$ cat config.mk
export PLATFORM = sky130hd
export DESIGN_NAME = stopwatch_with_lap_ring_flat
export DESIGN_NICKNAME = d
export VERILOG_FILES = /design/src/hw/rtl/swlap_pkg.sv /design/src/hw/rtl/swlap_if.sv /design/src/hw/rtl/swlap_time.sv /design/src/hw/rtl/swlap_ring.sv /design/src/hw/rtl/stopwatch_with_lap_ring.sv /design/src/flat_wrapper.sv
export SDC_FILE = /design/constraint.sdc
export NUM_CORES = 1
export LEC_CHECK = 0
export BUFFER_PORTS_ARGS = -buffer_cell sky130_fd_sc_hd__buf_2
export CORE_MARGIN = 5
export CORE_UTILIZATION = 60
export DETAILED_ROUTE_END_ITERATION = 16
export GPL_TIMING_DRIVEN = 0
export HOLD_SLACK_MARGIN = 0.08
export PLACE_DENSITY = 0.88
export SYNTH_ARGS = -nofsm -noshare
export SYNTH_HDL_FRONTEND = slang
export SYNTH_SLANG_ARGS = --single-unit
$ cat constraint.sdc
create_clock -name clk -period 5.6 [get_ports clk]
set_clock_uncertainty 0.2 [all_clocks]
set_input_delay 0.28 -clock clk [delete_from_list [all_inputs] [get_ports clk]]
set_output_delay 0.28 -clock clk [all_outputs]
set_load 0.02 [all_outputs]
$ cat src/hw/rtl/swlap_pkg.sv
// Shared types, command codes and limits for the stopwatch with lap ring.
package swlap_pkg;

  localparam int KIND_W  = 3;
  localparam int DEPTH_W = 4;
  localparam int HOUR_W  = 5;
  localparam int MIN_W   = 6;
  localparam int SEC_W   = 6;

  localparam int LAP_DEPTH_DEF = 9;

  localparam logic [KIND_W-1:0] KIND_TICK     = 3'd0;
  localparam logic [KIND_W-1:0] KIND_TOGGLE   = 3'd1;
  localparam logic [KIND_W-1:0] KIND_CLR_ALL  = 3'd2;
  localparam logic [KIND_W-1:0] KIND_STORE    = 3'd3;
  localparam logic [KIND_W-1:0] KIND_RECALL   = 3'd4;
  localparam logic [KIND_W-1:0] KIND_CLR_LAPS = 3'd5;

  localparam logic [SEC_W-1:0]  SEC_LAST  = 6'd59;
  localparam logic [MIN_W-1:0]  MIN_LAST  = 6'd59;
  localparam logic [HOUR_W-1:0] HOUR_LAST = 5'd23;

  typedef struct packed {
    logic [HOUR_W-1:0] hours;
    logic [MIN_W-1:0]  minutes;
    logic [SEC_W-1:0]  seconds;
  } time_t;

  // One-hot decoded command, each bit already qualified by the pipeline step.
  typedef struct packed {
    logic tick;
    logic toggle;
    logic clr_all;
    logic store;
    logic recall;
    logic clr_laps;
  } cmd_t;

endpackage

$ cat src/hw/rtl/swlap_if.sv
// Valid/ready channel interfaces for the command and time words.
interface swlap_in_if;
  logic                         valid;
  logic                         ready;
  logic [swlap_pkg::KIND_W-1:0]  kind;
  logic [swlap_pkg::DEPTH_W-1:0] recall_depth;

  modport source (output valid, output kind, output recall_depth, input ready);
  modport sink   (input valid, input kind, input recall_depth, output ready);
endinterface

interface swlap_out_if;
  logic                        valid;
  logic                        ready;
  logic [swlap_pkg::HOUR_W-1:0] hours;
  logic [swlap_pkg::MIN_W-1:0]  minutes;
  logic [swlap_pkg::SEC_W-1:0]  seconds;
  logic                        running;

  modport source (output valid, output hours, output minutes, output seconds,
                  output running, input ready);
  modport sink   (input valid, input hours, input minutes, input seconds,
                  input running, output ready);
endinterface

$ cat src/hw/rtl/swlap_time.sv
// Time-of-day counter with run flag, clear and lap recall.
module swlap_time (
  input  logic             clk,
  input  logic             rst_n,
  input  swlap_pkg::cmd_t  cmd,
  input  swlap_pkg::time_t recall_time,
  output swlap_pkg::time_t time_q,
  output swlap_pkg::time_t time_nxt,
  output logic             run_q,
  output logic             run_nxt
);

  swlap_pkg::time_t time_r;
  logic             run_r;

  always_comb begin
    time_nxt = time_r;
    run_nxt  = run_r;
    if (cmd.tick && run_r) begin
      if (time_r.seconds >= swlap_pkg::SEC_LAST) begin
        time_nxt.seconds = '0;
        if (time_r.minutes >= swlap_pkg::MIN_LAST) begin
          time_nxt.minutes = '0;
          if (time_r.hours >= swlap_pkg::HOUR_LAST) begin
            time_nxt.hours = '0;
          end else begin
            time_nxt.hours = time_r.hours + 5'd1;
          end
        end else begin
          time_nxt.minutes = time_r.minutes + 6'd1;
        end
      end else begin
        time_nxt.seconds = time_r.seconds + 6'd1;
      end
    end
    if (cmd.toggle) begin
      run_nxt = ~run_r;
    end
    if (cmd.clr_all) begin
      time_nxt = '0;
    end
    // A recall only takes effect while the watch is paused.
    if (cmd.recall && !run_r) begin
      time_nxt = recall_time;
    end
  end

  always_ff @(posedge clk) begin
    if (!rst_n) begin
      time_r <= '0;
      run_r  <= 1'b0;
    end else begin
      time_r <= time_nxt;
      run_r  <= run_nxt;
    end
  end

  assign time_q = time_r;
  assign run_q  = run_r;

`ifndef SYNTH
  a_time_range: assert property (@(posedge clk) disable iff (!rst_n)
    time_r.seconds <= swlap_pkg::SEC_LAST && time_r.minutes <= swlap_pkg::MIN_LAST &&
    time_r.hours <= swlap_pkg::HOUR_LAST)
    else $error("time counter out of range");

  a_toggle_flips: assert property (@(posedge clk) disable iff (!rst_n)
    cmd.toggle |=> run_r != $past(run_r))
    else $error("toggle did not flip run flag");
`endif

endmodule

$ cat src/hw/rtl/swlap_ring.sv
// Ring of stored lap times with head pointer and depth-relative read.
module swlap_ring #(
  parameter int LapDepth = swlap_pkg::LAP_DEPTH_DEF
) (
  input  logic                          clk,
  input  logic                          rst_n,
  input  swlap_pkg::cmd_t               cmd,
  input  swlap_pkg::time_t              cur_time,
  input  logic [swlap_pkg::DEPTH_W-1:0] recall_depth,
  output swlap_pkg::time_t              recall_time
);

  localparam int HeadW  = $clog2(LapDepth);
  localparam int DepthN = 2 ** swlap_pkg::DEPTH_W;

  swlap_pkg::time_t   lap_mem_r [LapDepth];
  logic [LapDepth-1:0] lap_vld_r;
  logic [HeadW-1:0]   head_r;
  logic [HeadW-1:0]   head_inc;
  logic [HeadW-1:0]   dmod_tab [DepthN];
  logic [HeadW-1:0]   dmod;
  logic [HeadW-1:0]   rd_idx;

  // Recall depth reduced modulo the ring size, one constant entry per code.
  for (genvar gi = 0; gi < DepthN; gi++) begin : g_dmod
    localparam int Mod = gi % LapDepth;
    assign dmod_tab[gi] = HeadW'(Mod);
  end

  assign dmod     = dmod_tab[recall_depth];
  assign head_inc = (head_r == HeadW'(LapDepth - 1)) ? '0 : head_r + 1'b1;
  // Wrapping in HeadW bits is harmless: the final index is below LapDepth.
  assign rd_idx   = head_r - dmod + ((head_r < dmod) ? HeadW'(LapDepth) : '0);
  assign recall_time = lap_vld_r[rd_idx] ? lap_mem_r[rd_idx] : '0;

  always_ff @(posedge clk) begin
    if (!rst_n) begin
      head_r    <= '0;
      lap_vld_r <= '0;
    end else if (cmd.clr_all || cmd.clr_laps) begin
      head_r    <= '0;
      lap_vld_r <= '0;
    end else if (cmd.store) begin
      head_r              <= head_inc;
      lap_vld_r[head_inc] <= 1'b1;
    end
  end

  always_ff @(posedge clk) begin
    if (cmd.store) begin
      lap_mem_r[head_inc] <= cur_time;
    end
  end

`ifndef SYNTH
  a_head_range: assert property (@(posedge clk) disable iff (!rst_n)
    head_r < HeadW'(LapDepth - 1) || head_r == HeadW'(LapDepth - 1))
    else $error("lap head outside ring");
`endif

endmodule

$ cat src/hw/rtl/stopwatch_with_lap_ring.sv
// Top level of the stopwatch with lap ring: channel registers and command decode.
//
// Use: every input word on in_ch carries a command kind (tick, toggle run,
// clear all, store lap, recall lap, clear laps) and a recall depth. Each
// accepted word produces exactly one output word on out_ch with the hours,
// minutes, seconds and run flag as they stand after that command.
// The word is first captured in an input register; when the output register
// is free, the counters, the lap ring and the output register are all
// updated by one pass of short logic. Throughput is one word per cycle while
// the receiver takes each result, limited only by the single output register;
// a word can be taken while the previous result still waits on out_ch.
// When the receiver stalls, the output word holds and the input register
// keeps its word; in_ch.ready drops once both are full and rises again in
// the cycle the receiver takes the result.
// Reset (rst_n low at a clock edge) empties both registers, zeroes the time,
// pauses the watch, moves the lap head to zero and marks every lap as zero.
module stopwatch_with_lap_ring #(
  parameter int LapDepth = swlap_pkg::LAP_DEPTH_DEF
) (
  input  logic  clk,
  input  logic  rst_n,
  swlap_in_if.sink    in_ch,
  swlap_out_if.source out_ch
);

  logic                          in_vld_r;
  logic [swlap_pkg::KIND_W-1:0]  in_kind_r;
  logic [swlap_pkg::DEPTH_W-1:0] in_depth_r;
  logic                          out_vld_r;
  swlap_pkg::time_t              out_time_r;
  logic                          out_run_r;

  logic             out_free;
  logic             step;
  swlap_pkg::cmd_t  cmd;
  swlap_pkg::time_t time_q;
  swlap_pkg::time_t time_nxt;
  swlap_pkg::time_t recall_time;
  logic             run_q;
  logic             run_nxt;

  assign out_free    = !out_vld_r || out_ch.ready;
  assign step        = in_vld_r && out_free;
  assign in_ch.ready = !in_vld_r || step;

  always_comb begin
    cmd = '0;
    if (step) begin
      case (in_kind_r)
        swlap_pkg::KIND_TICK:     cmd.tick     = 1'b1;
        swlap_pkg::KIND_TOGGLE:   cmd.toggle   = 1'b1;
        swlap_pkg::KIND_CLR_ALL:  cmd.clr_all  = 1'b1;
        swlap_pkg::KIND_STORE:    cmd.store    = 1'b1;
        swlap_pkg::KIND_RECALL:   cmd.recall   = 1'b1;
        swlap_pkg::KIND_CLR_LAPS: cmd.clr_laps = 1'b1;
        default:                  cmd          = '0;
      endcase
    end
  end

  swlap_time u_time (
    .clk         (clk),
    .rst_n       (rst_n),
    .cmd         (cmd),
    .recall_time (recall_time),
    .time_q      (time_q),
    .time_nxt    (time_nxt),
    .run_q       (run_q),
    .run_nxt     (run_nxt)
  );

  swlap_ring #(
    .LapDepth (LapDepth)
  ) u_ring (
    .clk          (clk),
    .rst_n        (rst_n),
    .cmd          (cmd),
    .cur_time     (time_q),
    .recall_depth (in_depth_r),
    .recall_time  (recall_time)
  );

  always_ff @(posedge clk) begin
    if (!rst_n) begin
      in_vld_r  <= 1'b0;
      out_vld_r <= 1'b0;
    end else begin
      if (in_ch.ready) begin
        in_vld_r <= in_ch.valid;
      end
      if (out_free) begin
        out_vld_r <= step;
      end
    end
  end

  always_ff @(posedge clk) begin
    if (in_ch.valid && in_ch.ready) begin
      in_kind_r  <= in_ch.kind;
      in_depth_r <= in_ch.recall_depth;
    end
    if (step) begin
      out_time_r <= time_nxt;
      out_run_r  <= run_nxt;
    end
  end

  assign out_ch.valid   = out_vld_r;
  assign out_ch.hours   = out_time_r.hours;
  assign out_ch.minutes = out_time_r.minutes;
  assign out_ch.seconds = out_time_r.seconds;
  assign out_ch.running = out_run_r;

`ifndef SYNTH
  a_step_gives_word: assert property (@(posedge clk) disable iff (!rst_n)
    step |=> out_vld_r && out_run_r == run_q)
    else $error("step did not load an output word");

  a_held_word_kept: assert property (@(posedge clk) disable iff (!rst_n)
    in_vld_r && !step |=> in_vld_r && $stable(in_kind_r) && $stable(in_depth_r))
    else $error("waiting input word lost or changed");
`endif

endmodule
$ cat src/flat_wrapper.sv
// flat-port wrapper written by rule: the top's interface ports become plain ports
module stopwatch_with_lap_ring_flat 
#(
  parameter int LapDepth = swlap_pkg::LAP_DEPTH_DEF
)
  (clk, rst_n, in_ch_valid, in_ch_kind, in_ch_recall_depth, in_ch_ready, out_ch_valid, out_ch_hours, out_ch_minutes, out_ch_seconds, out_ch_running, out_ch_ready);
  swlap_in_if in_ch_i ();
  swlap_out_if out_ch_i ();
  input  logic clk;
  input  logic rst_n;
  input wire logic [$bits(in_ch_i.valid)-1:0] in_ch_valid;
  input wire logic [$bits(in_ch_i.kind)-1:0] in_ch_kind;
  input wire logic [$bits(in_ch_i.recall_depth)-1:0] in_ch_recall_depth;
  output wire logic [$bits(in_ch_i.ready)-1:0] in_ch_ready;
  output wire logic [$bits(out_ch_i.valid)-1:0] out_ch_valid;
  output wire logic [$bits(out_ch_i.hours)-1:0] out_ch_hours;
  output wire logic [$bits(out_ch_i.minutes)-1:0] out_ch_minutes;
  output wire logic [$bits(out_ch_i.seconds)-1:0] out_ch_seconds;
  output wire logic [$bits(out_ch_i.running)-1:0] out_ch_running;
  input wire logic [$bits(out_ch_i.ready)-1:0] out_ch_ready;
  assign in_ch_i.valid = in_ch_valid;
  assign in_ch_i.kind = in_ch_kind;
  assign in_ch_i.recall_depth = in_ch_recall_depth;
  assign in_ch_ready = in_ch_i.ready;
  assign out_ch_valid = out_ch_i.valid;
  assign out_ch_hours = out_ch_i.hours;
  assign out_ch_minutes = out_ch_i.minutes;
  assign out_ch_seconds = out_ch_i.seconds;
  assign out_ch_running = out_ch_i.running;
  assign out_ch_i.ready = out_ch_ready;
  stopwatch_with_lap_ring #(.LapDepth(LapDepth)) u_core (.clk(clk), .rst_n(rst_n), .in_ch(in_ch_i), .out_ch(out_ch_i));
endmodule
==> results of run 1 <==
[worst paths after layout]
check	slack [ns]	to	cells past startpoint	from
setup reg to reg	0.29	u_core.out_ch.hours[1]	21	u_core.in_depth_r[0]
hold reg to reg	0.27	u_core.u_ring.lap_vld_r[0]	1	u_core.u_ring.lap_vld_r[0]
setup / recovery	0.29	u_core.out_ch.hours[1]	21	u_core.in_depth_r[0]
hold / removal	0.27	u_core.u_ring.lap_vld_r[0]	1	u_core.u_ring.lap_vld_r[0]
[cell usage after synthesis (5+ instances only)]
library cell | instances | area share [%]
ha_1 | 18 | 2.5
and2_1 | 5 | 0.35
inv_1 | 11 | 0.46
nand3_1 | 35 | 1.9
clkbuf_1 | 6 | 0.25
xnor2_1 | 7 | 0.68
buf_2 | 13 | 0.72
mux2i_1 | 26 | 2.9
o21a_1 | 10 | 0.83
or3_1 | 10 | 0.69
nand2b_1 | 6 | 0.41
nor2_1 | 33 | 1.4
nor4_1 | 6 | 0.41
nand2_1 | 48 | 2.0
and3_1 | 14 | 0.97
a31oi_1 | 13 | 0.90
mux4_2 | 30 | 7.5
dfxtp_1 | 33 | 7.3
nand3b_1 | 5 | 0.41
o31a_1 | 9 | 0.87
nor3_1 | 17 | 0.94
a21oi_1 | 11 | 0.61
nor2b_1 | 7 | 0.48
edfxtp_1 | 178 | 59
o21ai_0 | 10 | 0.55
[cell families (layout without fill, tap and decap cells)]
family	after synthesis	in the layout
DFF	211	211
and+or+nand+nor	201	201
AOI/OAI and AO/OA	75	75
muxes	58	58
buffers and inverters	34	121
adders and majority gates	19	19
xor gates and xnor gates	13	13
[repair_timing]
action	in CTS	in global routing
gates resized for setup	0	0
setup endpoints to repair	0	0
hold buffers	11	0
endpoints found under the hold margin	16	0
setup buffers	0	0
[power by group]
part	leakage (nW)	total [mW]	internal, mW	switching [mW]
clock	0.383	1.54	0.952	0.593
sequential	2.17	1.70	1.69	0.00947
combinational	1.49	0.268	0.104	0.164
[area by class of cell]
cell class / count / area [um2]
Buffer: 22 / 110
Clock buffer: 29 / 607
Clock inverter: 10 / 168
Fill cell: 903 / 4570
Inverter: 12 / 45.0
Multi-Input combinational cell: 366 / 2920
Sequential cell: 211 / 6010
Tap cell: 188 / 235
Timing Repair Buffer: 48 / 370
[registers in the layout, indices dropped and copies added, names as in the netlist]
name / cells
u_core.u_ring.lap_mem_r: 153
u_core.u_time.time_q: 17
u_core.u_ring.lap_vld_r: 9
u_core.out_ch.minutes: 6
u_core.out_ch.seconds: 6
u_core.out_ch.hours: 5
u_core.in_depth_r: 4
u_core.u_ring.head_r: 4
u_core.in_kind_r: 3
u_core.in_vld_r: 1
u_core.out_ch.running: 1
u_core.out_ch.valid: 1
u_core.u_time.run_q: 1
[worst reg2reg max path: stages, from the launching register on]
cell	delay, ns
edfxtp_1	0.43
inv_1	0.14
ha_1	0.24
inv_1	0.05
mux2i_1	0.06
nand2_1	0.06
o21ai_0	0.08
ha_1	0.37
nand3_1	0.11
o21ai_2	0.27
ha_1	0.29
inv_1	0.06
ha_1	0.16
inv_1	0.06
fa_1	0.47
buf_2	0.21
buf_2	0.33
buf_2	0.38
mux4_2	0.37
mux2i_1	0.22
nor3_1	0.10
or3_1	0.38
[routing by layer]
metal  GRT usage (%)  vias up
li1                -     2529
met1            30.5     2830
met2            40.6      347
met3            4.07       83
met4            9.87        2
met5               0        -
[through the flow]
step	cell area [um2]	setup WS (ns)	instances	hold slack (ns)	power, mW
floorplan	9060	1.08	611	0.179	1.92
finish	10500	0.291	886	0.268	3.52
global placement	9450	0.567	829	0.245	1.98
CTS	10500	0.338	886	0.268	3.52
detailed placement	9580	0.368	836	0.254	1.99
global route	10500	0.125	886	0.301	3.60
==> results.md, run 1 <==
- Synth Area in Adders: under 10%
- Initial antenna violation count: 1
- CTS Sinks: about 210
- Max FO, Critical Path: 10
- Row count: 45
- Global-route wire length before repair: roughly 33 mm
- Synthesized area: roughly 9000 um2
- Antenna fix cells: 0
- Clk_lat worst skew: roughly 0.50 ns
- Final WL: around 21 mm
- Largest family of logic cells by synthesized area: simple AND/OR/NAND/NOR gates
- DR DRC count: 0
- MaxCap Viol Count: 0
- Core area: ~15000 um2
- Critical path capture point type: flip-flop
- Setup TNS: 0 ns
- Crit path buffers/inverters: 7
- Grt ovf: 0
- Arr. time, crit path: roughly 5.3 ns
- CP startpoint kind: flip-flop
- Most frequent cells in the layout: edfxtp_1 (178), nand2_1 (48), buf_2 (43), nand3_1 (35), dfxtp_1 (33)
- Fin crit period: roughly 5.3 ns
- Layout cells sized above 1: roughly 20%
- Die Ht: ~130 um
- Initial DRC Count: around 640
- WL met3: about 1.8 mm
- Routed wire per std cell: 23.5 um
- CTS Buf Count: 22
- Max layer used: met5
- Final core utilization: around 70%
- Unrepaired setup endpoints after global routing: false
- CP Class: reg -> reg
- Fmax: 188 MHz
- CTS Buffer Depth: 3
- Largest delay contributor family on the critical path: adder cells
- Post-synthesis compound-gate area fraction: under 10%
- Total Routing Usage GR: about a quarter
- Synth Register Bits: ~210
- Outcome: complete, no violations
- Top_reg_cell synth: edfxtp_1
- Antenna Nets Post-Route: 0
- Post-synthesis mux area share: about a tenth
- Port bufs: 30
- Cells after Synth: about 610
- Synth Area in XOR/XNOR: under 10%
- Clk root buf: clkbuf_16
- Synthesized net count: 641
- CTS tree: done
- Lkg Pwr: ~4.0 nW
- Reg clk slew, reported paths: approximately 0.060 ns
- Boundary Pins: 31
- Register area share after synthesis: between 60% and 70%
- Post-synth ARST share: 0%
- Setup violators final: 0
- Vias post-DR: 5791
- Post-DP HPWL: ~13 mm
- Fin. Hold Viols: 0
- Worst path cell trace: inv_1 > ha_1 > inv_1 > mux2i_1 > nand2_1 > o21ai_0 > ha_1 > nand3_1 > o21ai_2 > ha_1 > inv_1 > ha_1 > inv_1 > fa_1 > buf_2 > buf_2 > buf_2 > mux4_2 > mux2i_1 > nor3_1 > or3_1
- Initial Util: roughly three fifths
- Critical Path Max Stage Delay: approximately 0.47 ns
- Vias in the first global route: between 6k and 7k
- Critical path's slowest cell: fa_1
- Largest net degree at the start of global routing: 22
- Clock H-tree levels: 1
- Metal-1 WL: about 7.9 mm
- Post-synth cell types: 58
- Max-slew headroom at the worst pin: 18.5%
- Worst endpoint required time: between 5 and 6 ns
- Total die area: around 18000 um2
- Pwr dens: between 300 and 400 nW/um2
- First-pass iteration count of the detailed router: 5
- Post-synth EDFFs: roughly 180
- Met2 wire length: 10.3 mm
- Vias per cell: approximately 6.5
- RePlAce Congestion: roughly 0.90
- HP Class: reg -> reg
- Most common cell after layout, fill and taps aside: edfxtp_1
- Fraction of the mapped netlist area in simple logic gates: between 10 and 15%
- Final worst-path cycle share: 94.8%
- Mapped Avg Cell Area: roughly 15 um2
- Nets: a little over 700
- Die width: 133 um
- Layout area overhead: 15.4%
- Ys Warns: 0
- Slew Viols, Final: 0
- Worst-Margin Slew: roughly 1.2 ns
- Peak VDD IR: roughly 0.00028 V
Power figures use the tool's default switching activity.
==> run 2, diff against run 1 <==
CORE_UTILIZATION = 39   (was 60)
PLACE_DENSITY = 0.65   (was 0.88)
==> results.md, run 2 (synthesis gave the netlist of run 1 again) <==
- Outcome: complete, no violations
- Peak VDD IR: 0.000294 V (+6.3%)
- GR Util met3: 2.13% (-1.9 points)
- CTS Buf Count: 24 (+9.1%)
- Initial antenna violation count: 0 (-1)
- Slew Viols, Final: 0 (unchanged)
- Max FO, Critical Path: 10 (unchanged)
- Multi-input gate area: 2920 um2 (unchanged)
- Arr. time, crit path: 5.25 ns (-0.09 ns)
- Final WL: 19.9 mm (-4.5%)
- Die width: 162 um (+22%)
- Final worst-path cycle share: 92.9% (-1.9 points)
- Lkg Pwr: 4.05 nW (+0.19%)
- CTS tree: done
- Layout cells sized above 1: 20.1% (+0.29 points)
- Global-route wire length before repair: 31.4 mm (-4.7%)
- CTS Buffer Depth: 3 (unchanged)
- Post-DP HPWL: 13.5 mm (+3.1%)
- Vias in the first global route: 5668 (-7.4%)
- MaxCap Viol Count: 0 (unchanged)
- CP startpoint kind: flip-flop
- RePlAce Congestion: 0.835 (-7.0%)
- Clock H-tree levels: 1 (unchanged)
- Worst endpoint required time: 5.65 ns (+0.02 ns)
- Die Ht: 162 um (+22%)
- Fin crit period: 5.20 ns (-0.107 ns)
- Grt met2 use: 25.6% (-15 points)
- Reg area: 6010 um2 (unchanged)
- Critical path capture point type: flip-flop
- Most used routing layer: met2
- Reg clk slew, reported paths: 0.06 ns (about the same)
- Vias per cell: 5.41 (-17%)
- Unrepaired setup endpoints after global routing: false
- HP Class: reg -> reg
- Number of fill cells: 1956 (+120%)
- Most frequent cells in the layout: edfxtp_1 (178), nand2_1 (48), buf_2 (43), nand3_1 (35), dfxtp_1 (33)
- Initial Util: 39.8% (-21 points)
- Post-CTS setup buffers: 0 (unchanged)
- Boundary Pins: 31 (unchanged)
- Setup ws final: 0.398 ns (+0.107 ns)
- Routed wire per std cell: 19.6 um (-17%)
- Antenna fix cells: 0 (unchanged)
- Fin. Hold Viols: 0 (unchanged)
- Largest net degree at the start of global routing: 22 (unchanged)
- Initial DRC Count: 433 (-32%)
- Core area: 22800 um2 (+52%)
- Grt ovf: 0 (unchanged)
- First-pass iteration count of the detailed router: 5 (unchanged)
- Most common cell after layout, fill and taps aside: edfxtp_1
- Vias post-DR: 5493 (-5.1%)
- Post-layout instance area: 10600 um2 (+1.8%)
- Clk root buf: clkbuf_16
- CTS Sinks: 211 (unchanged)
- Nets: 715 (+0.28%)
- Pwr dens: 333 nW/um2 (-0.83%)
- Row count: 55 (+22%)
- Worst-Margin Slew: 1.22 ns (-0.00519 ns)
- Setup TNS: 0 ns (unchanged)
- Layout area overhead: 17.5%
- CP Class: reg -> reg
- Port bufs: 30 (unchanged)
- DP Worst Slack: 0.384 ns (+0.0159 ns)
- Placed Area: 9730 um2 (+1.6%)
- Fmax: 192 MHz (+2.1%)
- Antenna Nets Post-Route: 0 (unchanged)
- Largest Register: u_core.u_ring.lap_mem_r
- Met1 Use GR: 20.5% (-10 points)
- Clk_lat worst skew: 0.51 ns (about the same)
- Max-slew headroom at the worst pin: 18.9% (+0.35 points)
- Setup violators final: 0 (unchanged)
- DR DRC count: 0 (unchanged)
- Total die area: 26400 um2 (+49%)
- Total Routing Usage GR: 15.1% (-8.7 points)
- Max FFs per register: 153 (unchanged)
-- run 2: cell count changes in the layout (fill, tap and decap cells not counted), moves of 2 or more --
cell	delta
clkbuf_1	-2
clkinvlp_4	+3
clkbuf_8	-2
clkbuf_16	+3
buf_8	+3
buf_6	-2
clkinv_1	+4
-- run 2: layer usage --
layer  wire [um]  up-vias
li1            -     2530
met1        8560     2755
met2        9800      167
met3         987       41
met4         540        0
met5           0        -
-- run 2: per-stage QoR --
stage                     hold slack, ns  instances  total power, mW  utilization [%]
after floorplan                    0.179        611             1.92                -
final                              0.270       1016             3.55             46.8
after global routing               0.290       1016             3.67             46.8
after detailed placement           0.257        961             2.00             42.7
after global placement             0.246        954             1.99             42.2
after CTS                          0.270       1016             3.58             46.8
-- run 2: worst paths after layout --
check | start | to | slack [ns] | cells past startpoint
min | u_core.u_ring.lap_vld_r[5] | u_core.u_ring.lap_vld_r[5] | 0.27 | 1
max | u_core.in_depth_r[0] | u_core.out_ch.hours[1] | 0.40 | 21
min reg2reg | u_core.u_ring.lap_vld_r[5] | u_core.u_ring.lap_vld_r[5] | 0.27 | 1
max reg2reg | u_core.in_depth_r[0] | u_core.out_ch.hours[1] | 0.40 | 21
-- run 2: worst max-delay path, cell delays in order, from the launching register on --
cell and delay (ns):
edfxtp_1 0.43, inv_1 0.13, ha_1 0.24, inv_1 0.05, mux2i_1 0.06, nand2_1 0.06
o21ai_0 0.10, ha_1 0.35, nand3_1 0.10, o21ai_2 0.28, ha_1 0.29, inv_1 0.06
ha_1 0.16, inv_1 0.06, fa_1 0.46, buf_2 0.20, buf_2 0.33, buf_2 0.35
mux4_2 0.35, mux2i_1 0.21, nor3_1 0.09, or3_1 0.38
-- run 2: power breakdown --
part,internal (mW),switching [mW]
Clock,0.966,0.618
Sequential,1.69,0.00907
Combinational,0.104,0.158
Total,2.77,0.785
-- run 2: repair_timing --
action,in CTS,in global routing
hold endpoints to repair,16,0
resized for setup,0,0
hold buffers,11,0
-- run 2: final cells by class --
class | count | share of cell area, %
Buffer | 22 | 1.03
Sequential cell | 211 | 56.4
Timing Repair Buffer | 48 | 3.43
Tap cell | 313 | 3.68
Multi-Input combinational cell | 366 | 27.4
Inverter | 12 | 0.423
Clock inverter | 16 | 1.54
Clock buffer | 28 | 6.07
